<file path="config.mk">
export PLATFORM = sky130hd
export DESIGN_NAME = typed_operand_stack_unit_top
export DESIGN_NICKNAME = d
export VERILOG_FILES = /design/src/rtl/tosu_pkg.sv /design/src/rtl/tosu_cell.sv /design/src/rtl/tosu_ctrl.sv /design/src/rtl/typed_operand_stack_unit_top.sv
export SDC_FILE = /design/constraint.sdc
export NUM_CORES = 1
export LEC_CHECK = 0
export BUFFER_PORTS_ARGS = -buffer_cell sky130_fd_sc_hd__buf_2
export CORE_UTILIZATION = 63
export CTS_BUF_LIST = sky130_fd_sc_hd__clkbuf_2
export CTS_CLUSTER_DIAMETER = 40
export CTS_CLUSTER_SIZE = 8
export DETAILED_ROUTE_END_ITERATION = 10
export PLACE_DENSITY = 0.94
export SLEW_MARGIN = 20
export SYNTH_ARGS = -nofsm -noshare
export SYNTH_HDL_FRONTEND = slang
export SYNTH_SLANG_ARGS = --single-unit
export TNS_END_PERCENT = 10
</file>
<file path="constraint.sdc">
create_clock -name clk_i -period 10.56 [get_ports clk_i]
set_clock_uncertainty 0.1 [all_clocks]
set_input_delay 1.056 -clock clk_i [delete_from_list [all_inputs] [get_ports clk_i]]
set_output_delay 1.056 -clock clk_i [all_outputs]
set_load 0.01 [all_outputs]
</file>
<file path="src/rtl/tosu_pkg.sv">
`timescale 1ns / 1ps
// ----------------------------------------------------------------------------
// tosu_pkg: shared types and constants of the typed operand stack unit
// Function and status codes, slot type codes, the slot descriptor and the
// control word that is broadcast to every cell of the stack.
// ----------------------------------------------------------------------------
package tosu_pkg;

  localparam int DEF_MAX_DEPTH = 32;
  localparam int DEF_TAG_BITS  = 16;

  localparam int CFG_ADDR_W = 3;
  localparam int CFG_DATA_W = 32;
  localparam int LIMIT_W    = 6;

  localparam logic [LIMIT_W-1:0] LIMIT_RESET = 6'd32;
  // register index is paddr[2]
  localparam logic REG_STACK_LIMIT = 1'b0;

  localparam logic [2:0] PTY_I64  = 3'd1;
  localparam logic [2:0] PTY_F64  = 3'd3;
  localparam logic [2:0] TYPE_MAX = 3'd6;

  typedef enum logic [3:0] {
    FN_PUSH      = 4'd0,
    FN_POP_TYPED = 4'd1,
    FN_POP_WIDTH = 4'd2,
    FN_POP_AUTO  = 4'd3,
    FN_POP       = 4'd4,
    FN_POP2      = 4'd5,
    FN_DUP       = 4'd6,
    FN_DUP_X1    = 4'd7,
    FN_DUP_X2    = 4'd8,
    FN_DUP2      = 4'd9,
    FN_DUP2_X1   = 4'd10,
    FN_DUP2_X2   = 4'd11,
    FN_SWAP      = 4'd12
  } func_e;

  typedef enum logic [1:0] {
    ST_OK   = 2'd0,
    ST_FEW  = 2'd1,
    ST_FULL = 2'd2,
    ST_BAD  = 2'd3
  } status_e;

  typedef enum logic [2:0] {
    CM_HOLD,
    CM_UP1,
    CM_UP2,
    CM_INSERT,
    CM_WRITE2
  } cell_mode_e;

  typedef struct packed {
    logic [2:0] vtype;
    logic       dummy;
  } meta_t;

  typedef struct packed {
    cell_mode_e mode;
    logic [2:0] ins_pos;
    logic       ins_two;
  } cell_ctrl_t;

  function automatic logic wide_type(input logic [2:0] t);
    return (t == PTY_I64) || (t == PTY_F64);
  endfunction

endpackage

</file>
<file path="src/rtl/tosu_cell.sv">
`timescale 1ns / 1ps
// ----------------------------------------------------------------------------
// tosu_cell: one slot of the operand stack
// Holds the slot at a fixed depth below the top and loads from its upper or
// lower neighbors, or from the broadcast source slots, as the control says.
// ----------------------------------------------------------------------------
module tosu_cell #(
  parameter int Idx     = 0,
  parameter int TagBits = tosu_pkg::DEF_TAG_BITS
) (
  input  logic                          clk_i,
  input  tosu_pkg::cell_ctrl_t          ctrl_i,
  input  logic [1:0][TagBits-1:0]       src_tag_i,
  input  tosu_pkg::meta_t [1:0]         src_meta_i,
  input  logic [TagBits-1:0]            up1_tag_i,
  input  tosu_pkg::meta_t               up1_meta_i,
  input  logic [TagBits-1:0]            up2_tag_i,
  input  tosu_pkg::meta_t               up2_meta_i,
  input  logic [TagBits-1:0]            dn1_tag_i,
  input  tosu_pkg::meta_t               dn1_meta_i,
  input  logic [TagBits-1:0]            dn2_tag_i,
  input  tosu_pkg::meta_t               dn2_meta_i,
  output logic [TagBits-1:0]            tag_o,
  output tosu_pkg::meta_t               meta_o
);
  import tosu_pkg::*;

  logic [TagBits-1:0] tag_q, tag_d;
  meta_t              meta_q, meta_d;

  always_comb begin
    int ins_lo;
    int ins_hi;
    ins_lo = int'(ctrl_i.ins_pos);
    ins_hi = ins_lo + (ctrl_i.ins_two ? 2 : 1);
    tag_d  = tag_q;
    meta_d = meta_q;
    case (ctrl_i.mode)
      CM_UP1: begin
        tag_d  = dn1_tag_i;
        meta_d = dn1_meta_i;
      end
      CM_UP2: begin
        tag_d  = dn2_tag_i;
        meta_d = dn2_meta_i;
      end
      CM_INSERT: begin
        // cells above the insert point keep, the new slots land, the rest move down
        if (Idx < ins_lo) begin
          tag_d  = tag_q;
          meta_d = meta_q;
        end else if (Idx < ins_hi) begin
          if (Idx == ins_lo) begin
            tag_d  = src_tag_i[0];
            meta_d = src_meta_i[0];
          end else begin
            tag_d  = src_tag_i[1];
            meta_d = src_meta_i[1];
          end
        end else if (ctrl_i.ins_two) begin
          tag_d  = up2_tag_i;
          meta_d = up2_meta_i;
        end else begin
          tag_d  = up1_tag_i;
          meta_d = up1_meta_i;
        end
      end
      CM_WRITE2: begin
        if (Idx == 0) begin
          tag_d  = src_tag_i[0];
          meta_d = src_meta_i[0];
        end else if (Idx == 1) begin
          tag_d  = src_tag_i[1];
          meta_d = src_meta_i[1];
        end
      end
      default: ;
    endcase
  end

  always_ff @(posedge clk_i) begin
    tag_q  <= tag_d;
    meta_q <= meta_d;
  end

  assign tag_o  = tag_q;
  assign meta_o = meta_q;

endmodule

</file>
<file path="src/rtl/tosu_ctrl.sv">
`timescale 1ns / 1ps
// ----------------------------------------------------------------------------
// tosu_ctrl: operation decode and checks
// Checks depth and room against the slot count, slot layout against the top
// four slots, keeps the count and drives the cell row's control word and source slots.
// ----------------------------------------------------------------------------
module tosu_ctrl #(
  parameter int MaxDepth = tosu_pkg::DEF_MAX_DEPTH,
  parameter int TagBits  = tosu_pkg::DEF_TAG_BITS
) (
  input  logic                              clk_i,
  input  logic                              rst_ni,
  input  logic                              accept_i,
  input  logic [3:0]                        func_i,
  input  logic [TagBits-1:0]                push_tag_i,
  input  logic [2:0]                        value_type_i,
  input  logic                              want_wide_i,
  input  logic [tosu_pkg::LIMIT_W-1:0]      stack_limit_i,
  input  tosu_pkg::meta_t [3:0]             top_meta_i,
  input  logic [1:0][TagBits-1:0]           top_tag_i,
  output tosu_pkg::status_e                 status_o,
  output tosu_pkg::cell_ctrl_t              ctrl_o,
  output logic [1:0][TagBits-1:0]           src_tag_o,
  output tosu_pkg::meta_t [1:0]             src_meta_o
);
  import tosu_pkg::*;

  localparam int CntW = $clog2(MaxDepth + 1);
  localparam int LimW = (CntW > LIMIT_W) ? CntW : LIMIT_W;

  logic [CntW-1:0] count_q, count_d;
  logic [LimW:0]   lim, cnt_w;
  logic            room1, room2;
  logic [3:0]      nm, dm, wd;

  always_comb begin
    lim = (LimW + 1)'(stack_limit_i);
    if (lim > (LimW + 1)'(MaxDepth)) begin
      lim = (LimW + 1)'(MaxDepth);
    end
    cnt_w = (LimW + 1)'(count_q);
    room1 = (cnt_w + (LimW + 1)'(1)) <= lim;
    room2 = (cnt_w + (LimW + 1)'(2)) <= lim;
  end

  for (genvar k = 0; k < 4; k++) begin : g_cls
    assign dm[k] = top_meta_i[k].dummy;
    assign wd[k] = !top_meta_i[k].dummy && wide_type(top_meta_i[k].vtype);
    assign nm[k] = !top_meta_i[k].dummy && !wide_type(top_meta_i[k].vtype);
  end

  always_comb begin
    status_e    st;
    cell_ctrl_t c;
    logic [1:0] grow, shrink;
    logic       vw, top_ok, low_ok;
    st        = ST_OK;
    c.mode    = CM_HOLD;
    c.ins_pos = 3'd0;
    c.ins_two = 1'b0;
    grow      = 2'd0;
    shrink    = 2'd0;
    vw        = wide_type(value_type_i);
    top_ok    = (nm[0] && nm[1]) || (dm[0] && wd[1]);
    low_ok    = (nm[2] && nm[3]) || (dm[2] && wd[3]);
    src_tag_o[0]  = top_tag_i[0];
    src_tag_o[1]  = top_tag_i[1];
    src_meta_o[0] = top_meta_i[0];
    src_meta_o[1] = top_meta_i[1];

    unique case (func_i)
      FN_PUSH: begin
        // a wide value goes in as head plus a dummy slot on top
        src_tag_o[1]  = push_tag_i;
        src_meta_o[1] = '{vtype: value_type_i, dummy: 1'b0};
        src_tag_o[0]  = vw ? '0 : push_tag_i;
        src_meta_o[0] = '{vtype: value_type_i, dummy: vw};
        if (value_type_i > TYPE_MAX) st = ST_BAD;
        else if (vw ? !room2 : !room1) st = ST_FULL;
        else begin
          c.mode    = CM_INSERT;
          c.ins_two = vw;
          grow      = vw ? 2'd2 : 2'd1;
        end
      end
      FN_POP_TYPED: begin
        if (value_type_i > TYPE_MAX) st = ST_BAD;
        else if (vw) begin
          if (count_q < CntW'(2)) st = ST_FEW;
          else if (!(dm[0] && wd[1] && top_meta_i[1].vtype == value_type_i)) st = ST_BAD;
          else begin
            c.mode = CM_UP2;
            shrink = 2'd2;
          end
        end else begin
          if (count_q < CntW'(1)) st = ST_FEW;
          else if (!(nm[0] && top_meta_i[0].vtype == value_type_i)) st = ST_BAD;
          else begin
            c.mode = CM_UP1;
            shrink = 2'd1;
          end
        end
      end
      FN_POP_WIDTH: begin
        if (want_wide_i) begin
          if (count_q < CntW'(2)) st = ST_FEW;
          else if (!(dm[0] && wd[1])) st = ST_BAD;
          else begin
            c.mode = CM_UP2;
            shrink = 2'd2;
          end
        end else begin
          if (count_q < CntW'(1)) st = ST_FEW;
          else if (!nm[0]) st = ST_BAD;
          else begin
            c.mode = CM_UP1;
            shrink = 2'd1;
          end
        end
      end
      FN_POP_AUTO: begin
        if (count_q < CntW'(1)) st = ST_FEW;
        else if (dm[0]) begin
          if (count_q < CntW'(2)) st = ST_FEW;
          else if (!wd[1]) st = ST_BAD;
          else begin
            c.mode = CM_UP2;
            shrink = 2'd2;
          end
        end else if (!nm[0]) st = ST_BAD;
        else begin
          c.mode = CM_UP1;
          shrink = 2'd1;
        end
      end
      FN_POP: begin
        if (count_q < CntW'(1)) st = ST_FEW;
        else if (!nm[0]) st = ST_BAD;
        else begin
          c.mode = CM_UP1;
          shrink = 2'd1;
        end
      end
      FN_POP2: begin
        if (count_q < CntW'(2)) st = ST_FEW;
        else if (!top_ok) st = ST_BAD;
        else begin
          c.mode = CM_UP2;
          shrink = 2'd2;
        end
      end
      FN_DUP: begin
        if (count_q < CntW'(1)) st = ST_FEW;
        else if (!nm[0]) st = ST_BAD;
        else if (!room1) st = ST_FULL;
        else begin
          c.mode = CM_INSERT;
          grow   = 2'd1;
        end
      end
      FN_DUP_X1: begin
        if (count_q < CntW'(2)) st = ST_FEW;
        else if (!(nm[0] && nm[1])) st = ST_BAD;
        else if (!room1) st = ST_FULL;
        else begin
          c.mode    = CM_INSERT;
          c.ins_pos = 3'd2;
          grow      = 2'd1;
        end
      end
      FN_DUP_X2: begin
        if (count_q < CntW'(3)) st = ST_FEW;
        else if (!(nm[0] && ((nm[1] && nm[2]) || (dm[1] && wd[2])))) st = ST_BAD;
        else if (!room1) st = ST_FULL;
        else begin
          c.mode    = CM_INSERT;
          c.ins_pos = 3'd3;
          grow      = 2'd1;
        end
      end
      FN_DUP2: begin
        if (count_q < CntW'(2)) st = ST_FEW;
        else if (!top_ok) st = ST_BAD;
        else if (!room2) st = ST_FULL;
        else begin
          c.mode    = CM_INSERT;
          c.ins_two = 1'b1;
          grow      = 2'd2;
        end
      end
      FN_DUP2_X1: begin
        if (count_q < CntW'(3)) st = ST_FEW;
        else if (!(nm[2] && top_ok)) st = ST_BAD;
        else if (!room2) st = ST_FULL;
        else begin
          c.mode    = CM_INSERT;
          c.ins_pos = 3'd3;
          c.ins_two = 1'b1;
          grow      = 2'd2;
        end
      end
      FN_DUP2_X2: begin
        if (count_q < CntW'(4)) st = ST_FEW;
        else if (!(top_ok && low_ok)) st = ST_BAD;
        else if (!room2) st = ST_FULL;
        else begin
          c.mode    = CM_INSERT;
          c.ins_pos = 3'd4;
          c.ins_two = 1'b1;
          grow      = 2'd2;
        end
      end
      FN_SWAP: begin
        src_tag_o[0]  = top_tag_i[1];
        src_tag_o[1]  = top_tag_i[0];
        src_meta_o[0] = top_meta_i[1];
        src_meta_o[1] = top_meta_i[0];
        if (count_q < CntW'(2)) st = ST_FEW;
        else if (!(nm[0] && nm[1])) st = ST_BAD;
        else c.mode = CM_WRITE2;
      end
      default: st = ST_BAD;
    endcase

    if (!accept_i || st != ST_OK) begin
      c.mode = CM_HOLD;
      grow   = 2'd0;
      shrink = 2'd0;
    end
    count_d  = count_q + CntW'(grow) - CntW'(shrink);
    status_o = st;
    ctrl_o   = c;
  end

  always_ff @(posedge clk_i or negedge rst_ni) begin
    if (!rst_ni) begin
      count_q <= '0;
    end else begin
      count_q <= count_d;
    end
  end

endmodule

</file>
<file path="src/rtl/typed_operand_stack_unit_top.sv">
`timescale 1ns / 1ps
// ----------------------------------------------------------------------------
// typed_operand_stack_unit_top: typed operand stack with dup and swap
//
//   channel  | signals                                        | transfer when
//   ---------+------------------------------------------------+---------------------
//   in       | func_i value_tag_i value_type_i want_wide_i    | in_valid_i & in_ready_o
//   out      | status_o                                       | out_valid_o & out_ready_i
//   cfg      | psel penable pwrite paddr pwdata prdata pready | psel & penable & pwrite
//
// one operation per cycle while in_ready_o is high: the whole row of slot cells shifts
// or loads in the cycle of the input transfer, and its status enters the status queue
// a two-entry status queue keeps the input open while a result waits
// reset clears the slot count and sets stack_limit to 32; slots need no clearing
// a stalled output holds the input off only once two results are queued
// ----------------------------------------------------------------------------
module typed_operand_stack_unit_top #(
  parameter int MaxDepth = tosu_pkg::DEF_MAX_DEPTH,
  parameter int TagBits  = tosu_pkg::DEF_TAG_BITS
) (
  input  logic                            clk_i,
  input  logic                            rst_ni,
  input  logic                            in_valid_i,
  output logic                            in_ready_o,
  input  logic [3:0]                      func_i,
  input  logic [15:0]                     value_tag_i,
  input  logic [2:0]                      value_type_i,
  input  logic                            want_wide_i,
  output logic                            out_valid_o,
  input  logic                            out_ready_i,
  output logic [1:0]                      status_o,
  input  logic                            psel,
  input  logic                            penable,
  input  logic                            pwrite,
  input  logic [tosu_pkg::CFG_ADDR_W-1:0] paddr,
  input  logic [tosu_pkg::CFG_DATA_W-1:0] pwdata,
  output logic [tosu_pkg::CFG_DATA_W-1:0] prdata,
  output logic                            pready
);
  import tosu_pkg::*;

  logic [LIMIT_W-1:0] stack_limit_q;
  logic               cfg_wr;

  assign pready = 1'b1;
  assign cfg_wr = psel && penable && pwrite && pready && (paddr[2] == REG_STACK_LIMIT);
  assign prdata = (paddr[2] == REG_STACK_LIMIT) ?
                  {{(CFG_DATA_W - LIMIT_W){1'b0}}, stack_limit_q} : '0;

  always_ff @(posedge clk_i or negedge rst_ni) begin
    if (!rst_ni) begin
      stack_limit_q <= LIMIT_RESET;
    end else if (cfg_wr) begin
      stack_limit_q <= pwdata[LIMIT_W-1:0];
    end
  end

  // status queue
  logic [1:0] ocnt_q, ocnt_d, oafter;
  logic [1:0] head_q, head_d, tail_q, tail_d;
  logic       in_xfer, out_xfer;
  status_e    status;

  assign in_ready_o  = (ocnt_q != 2'd2);
  assign out_valid_o = (ocnt_q != 2'd0);
  assign status_o    = head_q;
  assign in_xfer     = in_valid_i && in_ready_o;
  assign out_xfer    = out_valid_o && out_ready_i;

  always_comb begin
    head_d = head_q;
    tail_d = tail_q;
    oafter = ocnt_q - {1'b0, out_xfer};
    if (out_xfer) begin
      head_d = tail_q;
    end
    if (in_xfer) begin
      if (oafter == 2'd0) begin
        head_d = status;
      end else begin
        tail_d = status;
      end
    end
    ocnt_d = oafter + {1'b0, in_xfer};
  end

  always_ff @(posedge clk_i or negedge rst_ni) begin
    if (!rst_ni) begin
      ocnt_q <= 2'd0;
    end else begin
      ocnt_q <= ocnt_d;
    end
  end

  always_ff @(posedge clk_i) begin
    head_q <= head_d;
    tail_q <= tail_d;
  end

  // cell row, padded by two dead slots on each end
  logic [TagBits-1:0]   pad_tag  [MaxDepth+4];
  meta_t                pad_meta [MaxDepth+4];
  logic [TagBits+15:0]  tag_ext;
  logic [TagBits-1:0]   push_tag;
  cell_ctrl_t           cell_ctrl;
  logic [1:0][TagBits-1:0] src_tag, top_tag;
  meta_t [1:0]          src_meta;
  meta_t [3:0]          top_meta;

  assign tag_ext  = {{TagBits{1'b0}}, value_tag_i};
  assign push_tag = tag_ext[TagBits-1:0];

  assign pad_tag[0]           = '0;
  assign pad_tag[1]           = '0;
  assign pad_tag[MaxDepth+2]  = '0;
  assign pad_tag[MaxDepth+3]  = '0;
  assign pad_meta[0]          = '0;
  assign pad_meta[1]          = '0;
  assign pad_meta[MaxDepth+2] = '0;
  assign pad_meta[MaxDepth+3] = '0;

  for (genvar g = 0; g < MaxDepth; g++) begin : g_cell
    tosu_cell #(
      .Idx     (g),
      .TagBits (TagBits)
    ) u_cell (
      .clk_i      (clk_i),
      .ctrl_i     (cell_ctrl),
      .src_tag_i  (src_tag),
      .src_meta_i (src_meta),
      .up1_tag_i  (pad_tag[g+1]),
      .up1_meta_i (pad_meta[g+1]),
      .up2_tag_i  (pad_tag[g]),
      .up2_meta_i (pad_meta[g]),
      .dn1_tag_i  (pad_tag[g+3]),
      .dn1_meta_i (pad_meta[g+3]),
      .dn2_tag_i  (pad_tag[g+4]),
      .dn2_meta_i (pad_meta[g+4]),
      .tag_o      (pad_tag[g+2]),
      .meta_o     (pad_meta[g+2])
    );
  end

  assign top_tag[0]  = pad_tag[2];
  assign top_tag[1]  = pad_tag[3];
  assign top_meta[0] = pad_meta[2];
  assign top_meta[1] = pad_meta[3];
  assign top_meta[2] = pad_meta[4];
  assign top_meta[3] = pad_meta[5];

  tosu_ctrl #(
    .MaxDepth (MaxDepth),
    .TagBits  (TagBits)
  ) u_ctrl (
    .clk_i         (clk_i),
    .rst_ni        (rst_ni),
    .accept_i      (in_xfer),
    .func_i        (func_i),
    .push_tag_i    (push_tag),
    .value_type_i  (value_type_i),
    .want_wide_i   (want_wide_i),
    .stack_limit_i (stack_limit_q),
    .top_meta_i    (top_meta),
    .top_tag_i     (top_tag),
    .status_o      (status),
    .ctrl_o        (cell_ctrl),
    .src_tag_o     (src_tag),
    .src_meta_o    (src_meta)
  );

endmodule

</file>
# Word level (Yosys, flattened, before mapping)
# Index checks and enable logic that the tools add are counted.
[totals] register_bits=146 input_bits=66 out_inout_bits=37
[op_classes] addsub=7 order_cmp=47 eq_ne=43 n_mux=240 n_bitwise=2 reduce_logical=60
[ops] cell="< comparator 6 x 32 -> 1 bit, first input constant" n=16
[ops] cell="case mux 4 bit (3 select lines)" n=29
[ops] cell="2-to-1 mux 4 bit" n=78
[ops] cell="< comparator 5 x 32 -> 1 bit, first input constant" n=8
[ops] cell="2-to-1 mux 2 bit" n=77
[ops] cell="< comparator 4 x 32 -> 1 bit, first input constant" n=4
[ops] cell="< comparator 3 x 32 -> 1 bit, first input constant" n=2
[ops] cell="2-to-1 mux 3 bit" n=19
[ops] cell="2-to-1 mux 6 bit" n=8
[ops] cell="case mux 3 bit (13 select lines)" n=1
[ops] cell="adder 4 x 32 -> 32 bit" n=1
[ops] cell="< comparator 1 x 32 -> 1 bit, first input constant" n=1
[ops] cell="< comparator 2 x 32 -> 1 bit, first input constant" n=1
[ops] cell="case mux 4 bit (4 select lines)" n=2
[ops] cell="2-to-1 mux 7 bit" n=4
[ops] cell="case mux 2 bit (13 select lines)" n=1
[ops] cell="logical AND 1 bit" n=23
[ops] cell="== test 3 x 2 -> 1 bit, second input constant" n=7
[ops] cell="== test 4 bit, second input constant" n=5
[ops] cell="== test 3 x 1 -> 1 bit, second input constant" n=6
[ops] cell="== test 4 x 3 -> 1 bit, second input constant" n=4
[ops] cell="inequality test 2 bit, second input constant" n=8
[ops] cell="case mux 8 bit (2 select lines)" n=1
[ops] cell="AND reduction 2 bit" n=8
[ops] cell="39 further kinds" n=85

# Logic depth before layout (Yosys ltp)
# Gate-level depths: netlist of the first run.
[depth] word_depth=16 mapped_depth=24 depth_no_buf=20

# Cells and area by module
# A second synthesis of the first run with hierarchy kept.
[hier_totals] cells_unflattened=5045 area_unflattened_um2=52121.2
[modules_own_cells] module="tosu_cell (g_cell[11].u_cell ...)" n_inst=18 cells_each=114 area_each_um2=1257.5 seq_area_each_um2=600.6
[modules_own_cells] module="tosu_ctrl" n_inst=1 cells_each=377 area_each_um2=2625.0 seq_area_each_um2=150.1
[modules_own_cells] module="tosu_cell (g_cell[0].u_cell)" n_inst=1 cells_each=248 area_each_um2=2316.0 seq_area_each_um2=600.6
[modules_own_cells] module="tosu_cell (g_cell[2].u_cell)" n_inst=1 cells_each=220 area_each_um2=2069.5 seq_area_each_um2=600.6
[modules_own_cells] module="tosu_cell (g_cell[14].u_cell)" n_inst=1 cells_each=172 area_each_um2=2003.2 seq_area_each_um2=600.6
[modules_own_cells] module="tosu_cell (g_cell[12].u_cell)" n_inst=1 cells_each=174 area_each_um2=1934.4 seq_area_each_um2=600.6
[modules_own_cells] module="tosu_cell (g_cell[3].u_cell)" n_inst=1 cells_each=170 area_each_um2=1883.1 seq_area_each_um2=600.6
[modules_own_cells] module="tosu_cell (g_cell[4].u_cell)" n_inst=1 cells_each=190 area_each_um2=1880.6 seq_area_each_um2=600.6
[modules_own_cells] module="tosu_cell (g_cell[5].u_cell)" n_inst=1 cells_each=190 area_each_um2=1871.8 seq_area_each_um2=600.6
[modules_own_cells] module="tosu_cell (g_cell[7].u_cell)" n_inst=1 cells_each=165 area_each_um2=1871.8 seq_area_each_um2=600.6
[modules_own_cells] module="tosu_cell (g_cell[1].u_cell)" n_inst=1 cells_each=161 area_each_um2=1844.3 seq_area_each_um2=600.6
[modules_own_cells] module="tosu_cell (g_cell[6].u_cell)" n_inst=1 cells_each=192 area_each_um2=1800.5 seq_area_each_um2=600.6
[modules_own_cells] module="tosu_cell (g_cell[8].u_cell)" n_inst=1 cells_each=173 area_each_um2=1769.2 seq_area_each_um2=600.6
[modules_own_cells] module="tosu_cell (g_cell[10].u_cell)" n_inst=1 cells_each=172 area_each_um2=1664.1 seq_area_each_um2=600.6
[modules_own_cells] module="+3 rows"

# Least setup slack after synthesis of the first run
# Ideal clock, no wire load.
[synth_path] path_kind="register to register" from="reg u_ctrl.count_q[1]" to="reg g_cell[10].u_cell.meta_q (netlist bit g_cell[10].u_cell.meta_o[0]), enable pin" t_arrival_ps=7385 required_ps=9898 path_slack_ps=2513 path_stages_with_launch=17 path_buffers=4 synth_period_minus_slack_ps=8047 path_cell_list="dfrtp_1 -> ha_1 -> nand2_1 -> xnor2_1 -> ha_1 -> nand2_1 -> or4_1 -> a21o_1 -> and3_1 -> buf_2 -> nand3_1 -> and4_1 -> and4_1 -> buf_2 -> buf_2 -> clkbuf_1 -> nor2b_1"
[synth_between] elab_chain_len=12 word_cells_on_any_way=80 cone_classes="add/sub: 2; order compare: 6; eq/ne: 3; mux: 64; reduce/logical: 5"
[synth_rtl] element="from (decl)" line="tosu_ctrl.sv:31" text="logic [CntW-1:0] count_q, count_d;"
[synth_rtl] element="from (signal assigned)" line="tosu_ctrl.sv:239" text="count_q <= count_d;"
[synth_rtl] element="adder 6 x 1 -> 7 bit or adder 6 x 2 -> 7 bit (tied branches)" line="tosu_ctrl.sv:42, tosu_ctrl.sv:43"
[synth_rtl] element="<= comparator 7 x 6 -> 1 bit (on tied branches)" line="tosu_ctrl.sv:42, tosu_ctrl.sv:43"
[synth_rtl] element="zero test 1 bit" line="tosu_ctrl.sv:79" text="else if (vw ? !room2 : !room1) st = ST_FULL;"
[synth_rtl] element="2-to-1 mux 1 bit" line="tosu_ctrl.sv:79"
[synth_rtl] element="2-to-1 mux 2 bit" line="tosu_ctrl.sv:79"
[synth_rtl] element="2-to-1 mux 2 bit" line="tosu_ctrl.sv:78" text="if (value_type_i > TYPE_MAX) st = ST_BAD;"
[synth_rtl] element="case mux 2 bit (13 select lines)" line="tosu_ctrl.sv:71" text="unique case (func_i)"
[synth_rtl] element="nonzero test 2 bit" line="tosu_ctrl.sv:225" text="if (!accept_i || st != ST_OK) begin"
[synth_rtl] element="logical OR 1 bit" line="tosu_ctrl.sv:225"
[synth_rtl] element="2-to-1 mux 3 bit *" line="tosu_ctrl.sv:225"
[synth_rtl] element="== test 3 x 1 -> 1 bit, or another cell as far along"
[synth_rtl] element="nonzero test 3 bit (no line) *"
[synth_rtl] element="to (signal assigned)" line="tosu_cell.sv:83" text="meta_q <= meta_d;"
[synth_rtl] element="to (decl)" line="tosu_cell.sv:29" text="meta_t meta_q, meta_d;"
# Every way passes the cells marked *; elsewhere a longest branch is shown, timed or not.
# A chain may end at the register's enable or synchronous reset.

==> metrics.yaml, run 1 <==
final_layout:
  layout-drive-gt1-share: 0.0933
  multi_input_area_um2: 6450
  area_delta_synth_final_pct: 2.07
  fin_nets: 1232
  num-fill-cells: 1327
  ff_latch_area_um2: 4300
  utilization: 0.664
  final_cell_area_um2: 11600
  final_cells: 1373
timing:
  finalCritPeriodShare: 0.640
  setup_viol: 0
  fin_crit_ns: 6.76
  rsz0062_at_grt: "false"
  hold_viol: 0
  fmax_ghz: 0.148
  slew_headroom: 0.231
  tns_ns: 0
  maxSlewViolCount: 0
  worst_slew_pin_slew_ns: 1.14
placed_design:
  dpl-instance-area_um2: 11400
  dp_hpwl_um: 18500
  dpl.cell_count: 1340
  portBuffers: 31
  gp_congestion: 0.949
routing:
  drc: 0
  dr.pass1.iters: 6
  wirelength_um: 28300
  final_antenna_net_count: 0
  vias: 9765
  avgViaCountPerCell: 7.11
  drt_iter0_drc: 1888
  avgRoutedWirePerCell_um: 20.6
clock_tree:
  root_buffer: "clkbuf_2"
  numCtsBuffers: 17
  cts_num_sinks: 146
  cts_post_setup_buffers_inserted: 0
  path_clk_slew_ns: 0.23
  h-tree-depth: 4
  clk_path_buf_depth: 2
  hold_buffers: 0
  cts_resized: 0
  clk-insertion-delay-late_ns: 0.76
  cts_tree: "done"
die:
  core_area_um2: 17500
  fp.dieH_um: 136
  io_pins: 103
  die_w_um: 136
  start_util: 0.651
  fp-row-count: 48
  fp.dieArea_um2: 18600
yosys:
  synth_common_cells: "mux2i_1 (137), nand2_1 (135), edfxtp_1 (130)"
  ys_ff_latch: 146
  synth_edf_count: 130
  yosys.area.top_type: "edfxtp_1"
  synth_area_um2: 11400
  ys_types: 80
  netlist_top_cells_area: "edfxtp_1 (34%), mux2i_1 (12%), a22o_1 (6.7%)"
  yosysMostFrequentCell: "mux2i_1"
  synth_top_area_frac: 0.343
  ys.warnings.count: 0
  yosysSeqAreaShare: 0.378
  ys_dominant_reg_cell: "edfxtp_1"
  syn_avg_cell_area_um2: 9.74
  synth-async-reset-ratio: 0.0959
  synthCells: 1167
worst_setup_path:
  cp-end-kind: "register"
  rr_startpoint: "u_ctrl.count_q[1]"
  cp_data_required_time_ns: 10.99
  r2r_end: "g_cell[14].u_cell.meta_o[1]"
  crit_fanout: 52
  r2r_slack_ns: 3.80
  arrival_ns: 7.20
  cp-start-kind: "register"
  reg2regPathDepth: 19
  critPathKind: "reg -> reg"
grt:
  antenna_found_initial: 1
  grt_pass1_vias: 9057
  grt_max_degree: 103
  gr-usage-all-layers: 0.315
  grt_overflow_total: 0
  grt_pass1_wl_um: 46200
pwr:
  leakage_nw: 4.66
  power_mw: 2.06
  powerDensity_nw_per_um2: 177
  ir_worst_vdd_mv: 0.173
worst_hold_path:
  worstHoldPathType: "in -> async"
run:
  maxCapViolations: 0
run_status:
  outcome: "complete, no violations"
[through the flow]
step / hold WS (ns) / setup WS, ns
after detailed placement: 0.424 / 4.03
after global routing: 0.0199 / 3.44
final: 0.0487 / 3.80
after floorplan: 0.386 / 2.51
after global placement: 0.409 / 4.21
after CTS: 0.0287 / 4.00
[state kept, by name, summed over array words and instances, names as in the netlist]
name                  count
g_cell.u_cell.meta_o    128
stack_limit_q             6
u_ctrl.count_q            6
ocnt_q                    2
status_o                  2
tail_q                    2
[cell type report]
class                           count  share of cell area
Tap cell                          225              0.0243
Sequential cell                   146               0.370
Timing Repair Buffer               43              0.0211
Antenna cell                        1            0.000216
Inverter                           22             0.00733
Clock buffer                       18             0.00776
Clock inverter                     14              0.0132
Multi-Input combinational cell    904               0.556
[worst max-delay path by stage]
stage,startpoint,to,slack (ns),depth (start not counted)
4_1_cts,u_ctrl.count_q[1],g_cell[14].u_cell.meta_o[1],4.00,19
5_1_grt,u_ctrl.count_q[1],g_cell[14].u_cell.meta_o[3],3.44,19
6_report,u_ctrl.count_q[1],g_cell[14].u_cell.meta_o[1],3.80,19
2_1_floorplan,u_ctrl.count_q[1],g_cell[10].u_cell.meta_o[0],2.51,16
3_3_place_gp,func_i[0],g_cell[22].u_cell.meta_o[2],4.21,11
3_5_place_dp,u_ctrl.count_q[1],g_cell[14].u_cell.meta_o[1],4.03,19
[layer usage]
metal	wire length (um)	share of wire	vias up	global-route usage
met5	0	0	-	0
met3	2560	0.090	90	0.0526
met1	11800	0.42	4665	0.438
met4	812	0.029	0	0.131
met2	13200	0.46	636	0.486
li1	-	-	4374	-
[critical path, stage by stage (launching register included)]
cell and delay (ns):
dfrtp_1 0.54, ha_1 0.29, nand2_1 0.09, xnor2_1 0.14
ha_1 0.31, a21oi_1 0.10, and3_1 0.17, a31oi_1 0.23
and3_1 0.59, a21o_4 0.48, buf_4 0.75, ha_1 0.29
inv_1 0.06, fa_1 0.58, nor2b_1 0.27, nand3_1 0.11
nor3_1 0.88, nor3_1 0.12, a221oi_1 0.26, o2bb2ai_1 0.11
[placed cells by master, fill, tap and decap left out, drive strengths merged, types with 7 or more instances in the layout]
cell type / instances
clkbuf: 18
dfrtp: 13
o22ai: 9
buf: 43
a211oi: 8
nor2b: 28
a221oi: 11
conb: 27
nand2b: 14
o21ai: 96
a221o: 12
edfxtp: 130
nand2: 135
and3: 8
a21oi: 38
mux2i: 137
nand3: 20
nor2: 34
xnor2: 8
nor4: 10
a22oi: 19
o2bb2ai: 34
inv: 26
mux2: 10
ha: 29
nor3: 21
a22o: 87
and2: 15
a31oi: 7
[cell families (layout without fill, tap and decap cells)]
logic type	count (synthesis)	in the layout	share of synthesized area
and+or+nand+nor	313	313	0.139
other	2	28	0.000660
adders and majority gates	33	33	0.0381
xor gates and xnor gates	14	14	0.0108
buffers and inverters	142	97	0.0656
AOI/OAI and AO/OA	370	370	0.237
muxes	147	147	0.131
DFF	146	146	0.378
[report_power, final]
part	switching (mW)	internal, mW	total (mW)
registers	0.0803	0.735	0.815
clock network	0.230	0.112	0.342
logic	0.550	0.350	0.900
total	0.860	1.20	2.06
(Power assumes the default switching activity.)
==> inputs of run 2 (changes only) <==
- ABC_AREA: unset -> 1
- CORE_UTILIZATION: 63 -> 57
- PLACE_DENSITY: 0.94 -> 0.9
- clock period: 10.56 -> 5.85 ns (I/O delays scaled with it)
==> run 2 against run 1 <==
Final cell count increased by 42%; clock-buffer cell count fell by 1; global-route usage shrank 3.5 points; worst setup slack lost 3.1 ns; sequential share of layout area fell by 0.76 points; core utilization fell by 5.7 points; worst hold slack improved by 0.028 ns; synthesized area unchanged; synthesized cell count is 44% higher; die area grew 10%; first-iteration DRC count shrank 12%; register-to-register slack worse by 3.1 ns; critical endpoint is now g_cell[2].u_cell.meta_o[0]; largest cell class unchanged; largest power group is now sequential cells.
==> metrics.yaml, run 2 <==
grt:
  grt_pass1_wl_um: 46400  # +0.36%
  gr-usage-all-layers: 0.280  # -0.0350
  antenna_found_initial: 1  # unchanged
  grt_overflow_total: 0  # unchanged
  grt_max_degree: 122  # +18%
  grt_pass1_vias: 9975  # +10%
final_layout:
  fin_nets: 1772  # +44%
  largest_reg_flops: 128  # unchanged
  layout_commonest_cell: "nand2_1"
  num-fill-cells: 1740  # +31%
  utilization: 0.607  # -0.0572
  area_delta_synth_final_pct: 4.21
  layout-drive-gt1-share: 0.0670  # -0.0263
  layout_common_cells: "nand2_1 (671), nand3_1 (280), inv_1 (157)"
worst_setup_path:
  cp-start-kind: "register"
  path_buf_inv: 4  # +2
  crit_family: "simple AND/OR/NAND/NOR gates"
  critical_path.most_common_cell: "nand2_1"
  cp-end-kind: "register"
  cpPeakStageDelay_ns: 0.50  # -0.38 ns
  cp_data_required_time_ns: 6.39  # -4.60 ns
  worst_path_max_delay_cell: "dfrtp_1"
  crit_fanout: 11  # -79%
  critPathKind: "reg -> reg"
  arrival_ns: 5.66  # -1.54 ns
pwr:
  power_frac_seq: 0.427  # +0.031
  power_frac_comb: 0.366  # -0.071
  ir_worst_vdd_mv: 0.125  # -28%
  p_clk_frac: 0.207  # +0.041
  netSwitchingFraction: 0.407  # -0.0111
  switchingPower_mw: 1.28  # +48%
  powerDensity_nw_per_um2: 264  # +49%
  leakage_nw: 5.61  # +20%
  intPower_mw: 1.86  # +55%
die:
  die_w_um: 143  # +5.1%
  start_util: 0.582  # -0.0683
  fp.dieH_um: 143  # +5.1%
  core_area_um2: 19500  # +12%
  fp.dieArea_um2: 20500  # +10%
  io_pins: 103  # unchanged
  fp-row-count: 51  # +6.3%
clock_tree:
  clk_path_buf_depth: 2  # unchanged
  hold_buffers: 7  # +7
  h-tree-depth: 4  # unchanged
  clk-insertion-delay-late_ns: 0.81  # +0.05 ns
  cts_post_setup_buffers_inserted: 0  # unchanged
  path_clk_slew_ns: 0.26  # +0.03 ns
  cts_resized: 0  # unchanged
  root_buffer: "clkbuf_2"
  cts_tree: "done"
  cts_num_sinks: 146  # unchanged
  numCtsBuffers: 17  # unchanged
routing:
  drt_iter0_drc: 1653  # -12%
  final_antenna_net_count: 0  # unchanged
  avgViaCountPerCell: 5.73  # -19%
  wirelength_um: 27900  # -1.5%
  drc: 0  # unchanged
  avgRoutedWirePerCell_um: 14.3  # -31%
  vias: 11200  # +15%
  dr.pass1.iters: 6  # unchanged
run:
  maxCapViolations: 0  # unchanged
yosys:
  synth_common_cells: "nand2_1 (672), nand3_1 (280), inv_1 (158)"
  ys.warnings.count: 0  # unchanged
  yosys.area.top_type: "edfxtp_1"
  synth_edf_count: 130  # unchanged
  syn_avg_cell_area_um2: 6.77  # -31%
  synth_area_um2: 11400  # unchanged
  netlist_top_cells_area: "edfxtp_1 (34%), nand2_1 (22%), nand3_1 (12%)"
  synthCells: 1680  # +44%
  synth-async-reset-ratio: 0.0959  # unchanged
  ys_types: 45  # -44%
  synth_top_area_frac: 0.343  # unchanged
  yosysMostFrequentCell: "nand2_1"
  yosysSeqAreaShare: 0.378  # unchanged
  ys_dominant_reg_cell: "edfxtp_1"
  ys_ff_latch: 146  # unchanged
timing:
  hold_viol: 0  # unchanged
  maxSlewViolCount: 0  # unchanged
  setup_viol: 0  # unchanged
  slew_headroom: 0.308  # +0.0767
  fin_crit_ns: 5.11  # -1.65 ns
  rsz0062_at_grt: "false"
  finalCritPeriodShare: 0.874  # +0.234
  worst_slew_pin_slew_ns: 1.04  # -0.106 ns
  tns_ns: 0  # unchanged
  fmax_ghz: 0.196  # +32%
  finalWorstSetupSlack_ns: 0.735  # -3.06 ns
worst_hold_path:
  worstHoldPathType: "in -> async"
run_status:
  outcome: "complete, no violations"
placed_design:
  dp_worst_setup_slack_ns: 0.866  # -3.17 ns
  gp_congestion: 0.929  # -2.1%
  dp_hpwl_um: 18600  # +0.88%
  portBuffers: 31  # unchanged
## run 2: cell count changes after synthesis, sizes merged, moves of 19 or more
cell / delta
nand3: +262
o2bb2ai: -34
a22o: -87
nand2: +543
inv: +147
a22oi: -19
o21ai: -49
mux2i: -137
nand4: +28
nor2: +59
nor2b: -28
## run 2: final cells by class
| cell class | count | area (um^2) | share of cell area |
|---|---|---|---|
| Timing Repair Buffer | 50 | 340 | 0.0287 |
| Clock inverter | 15 | 178 | 0.0150 |
| Antenna cell | 1 | 2.50 | 0.000211 |
| Tap cell | 265 | 332 | 0.0280 |
| Clock buffer | 17 | 85.1 | 0.00718 |
| Inverter | 172 | 649 | 0.0548 |
| Sequential cell | 146 | 4300 | 0.362 |
| Multi-Input combinational cell | 1287 | 5970 | 0.504 |
## run 2: worst paths after layout
check	from	to	slack [ns]	depth (start not counted)
worst min register to register	g_cell[31].u_cell.meta_o[2]	g_cell[29].u_cell.meta_o[2]	0.46	2
worst max-delay path	u_ctrl.count_q[2]	g_cell[2].u_cell.meta_o[0]	0.74	25
max in group asynchronous	rst_ni	stack_limit_q[5]	5.26	2
min in group clk_i	out_ready_i	status_o[0]	0.11	6
worst min-delay path	rst_ni	u_ctrl.count_q[2]	0.08	2
worst max register to register	u_ctrl.count_q[2]	g_cell[2].u_cell.meta_o[0]	0.74	25
## run 2: cells by family after synthesis
| logic type | share of synthesized area |
|---|---|
| simple gates | 0.408 |
| buf+inv | 0.108 |
| flops | 0.378 |
| compound gates | 0.0581 |
| fa+ha+maj | 0.0372 |
| xor+xnor | 0.00924 |
| other cells | 0.000660 |
| mux | 0.000990 |
## run 2: worst reg2reg max path: cells and delay by family, from the launching register on
kind,cells,cell delay (ns)
flip-flops,1,0.50
XOR/XNOR,1,0.17
buffers and inverters,4,0.40
AND/OR/NAND/NOR,14,2.20
adder cells (fa/ha/maj),4,1.29
AO/OA/AOI/OAI,2,0.31
## run 2: through the flow
| stage | instances | cell area [um^2] | hold WS [ns] | power (mW) |
|---|---|---|---|---|
| 4_1_cts | 1952 | 11800 | 0.0538 | 3.12 |
| 2_1_floorplan | 1705 | 11500 | 0.189 | 2.23 |
| 6_report | 1953 | 11900 | 0.0767 | 3.13 |
| 3_5_place_dp | 1913 | 11500 | 0.403 | 2.48 |
| 5_1_grt | 1953 | 11900 | 0.0799 | 3.35 |
| 3_3_place_gp | 1913 | 11500 | 0.393 | 2.43 |
## run 2: routing by layer
layer  up-vias  track usage  wire [um]
li1       5415            -          -
met1      5097        0.375      11600
met2       592        0.451      13200
met3        89       0.0469       2340
met4         0        0.108        760
met5         -            0          0
## run 2: power groups by stage
stage          sequential (mW)  combinational, mW  clock [mW]
4_1_cts                   1.34               1.14       0.651
2_1_floorplan             1.34              0.892           0
3_5_place_dp              1.36               1.13           0
3_3_place_gp              1.35               1.07           0
6_report                  1.34               1.15       0.648
5_1_grt                   1.35               1.31       0.697
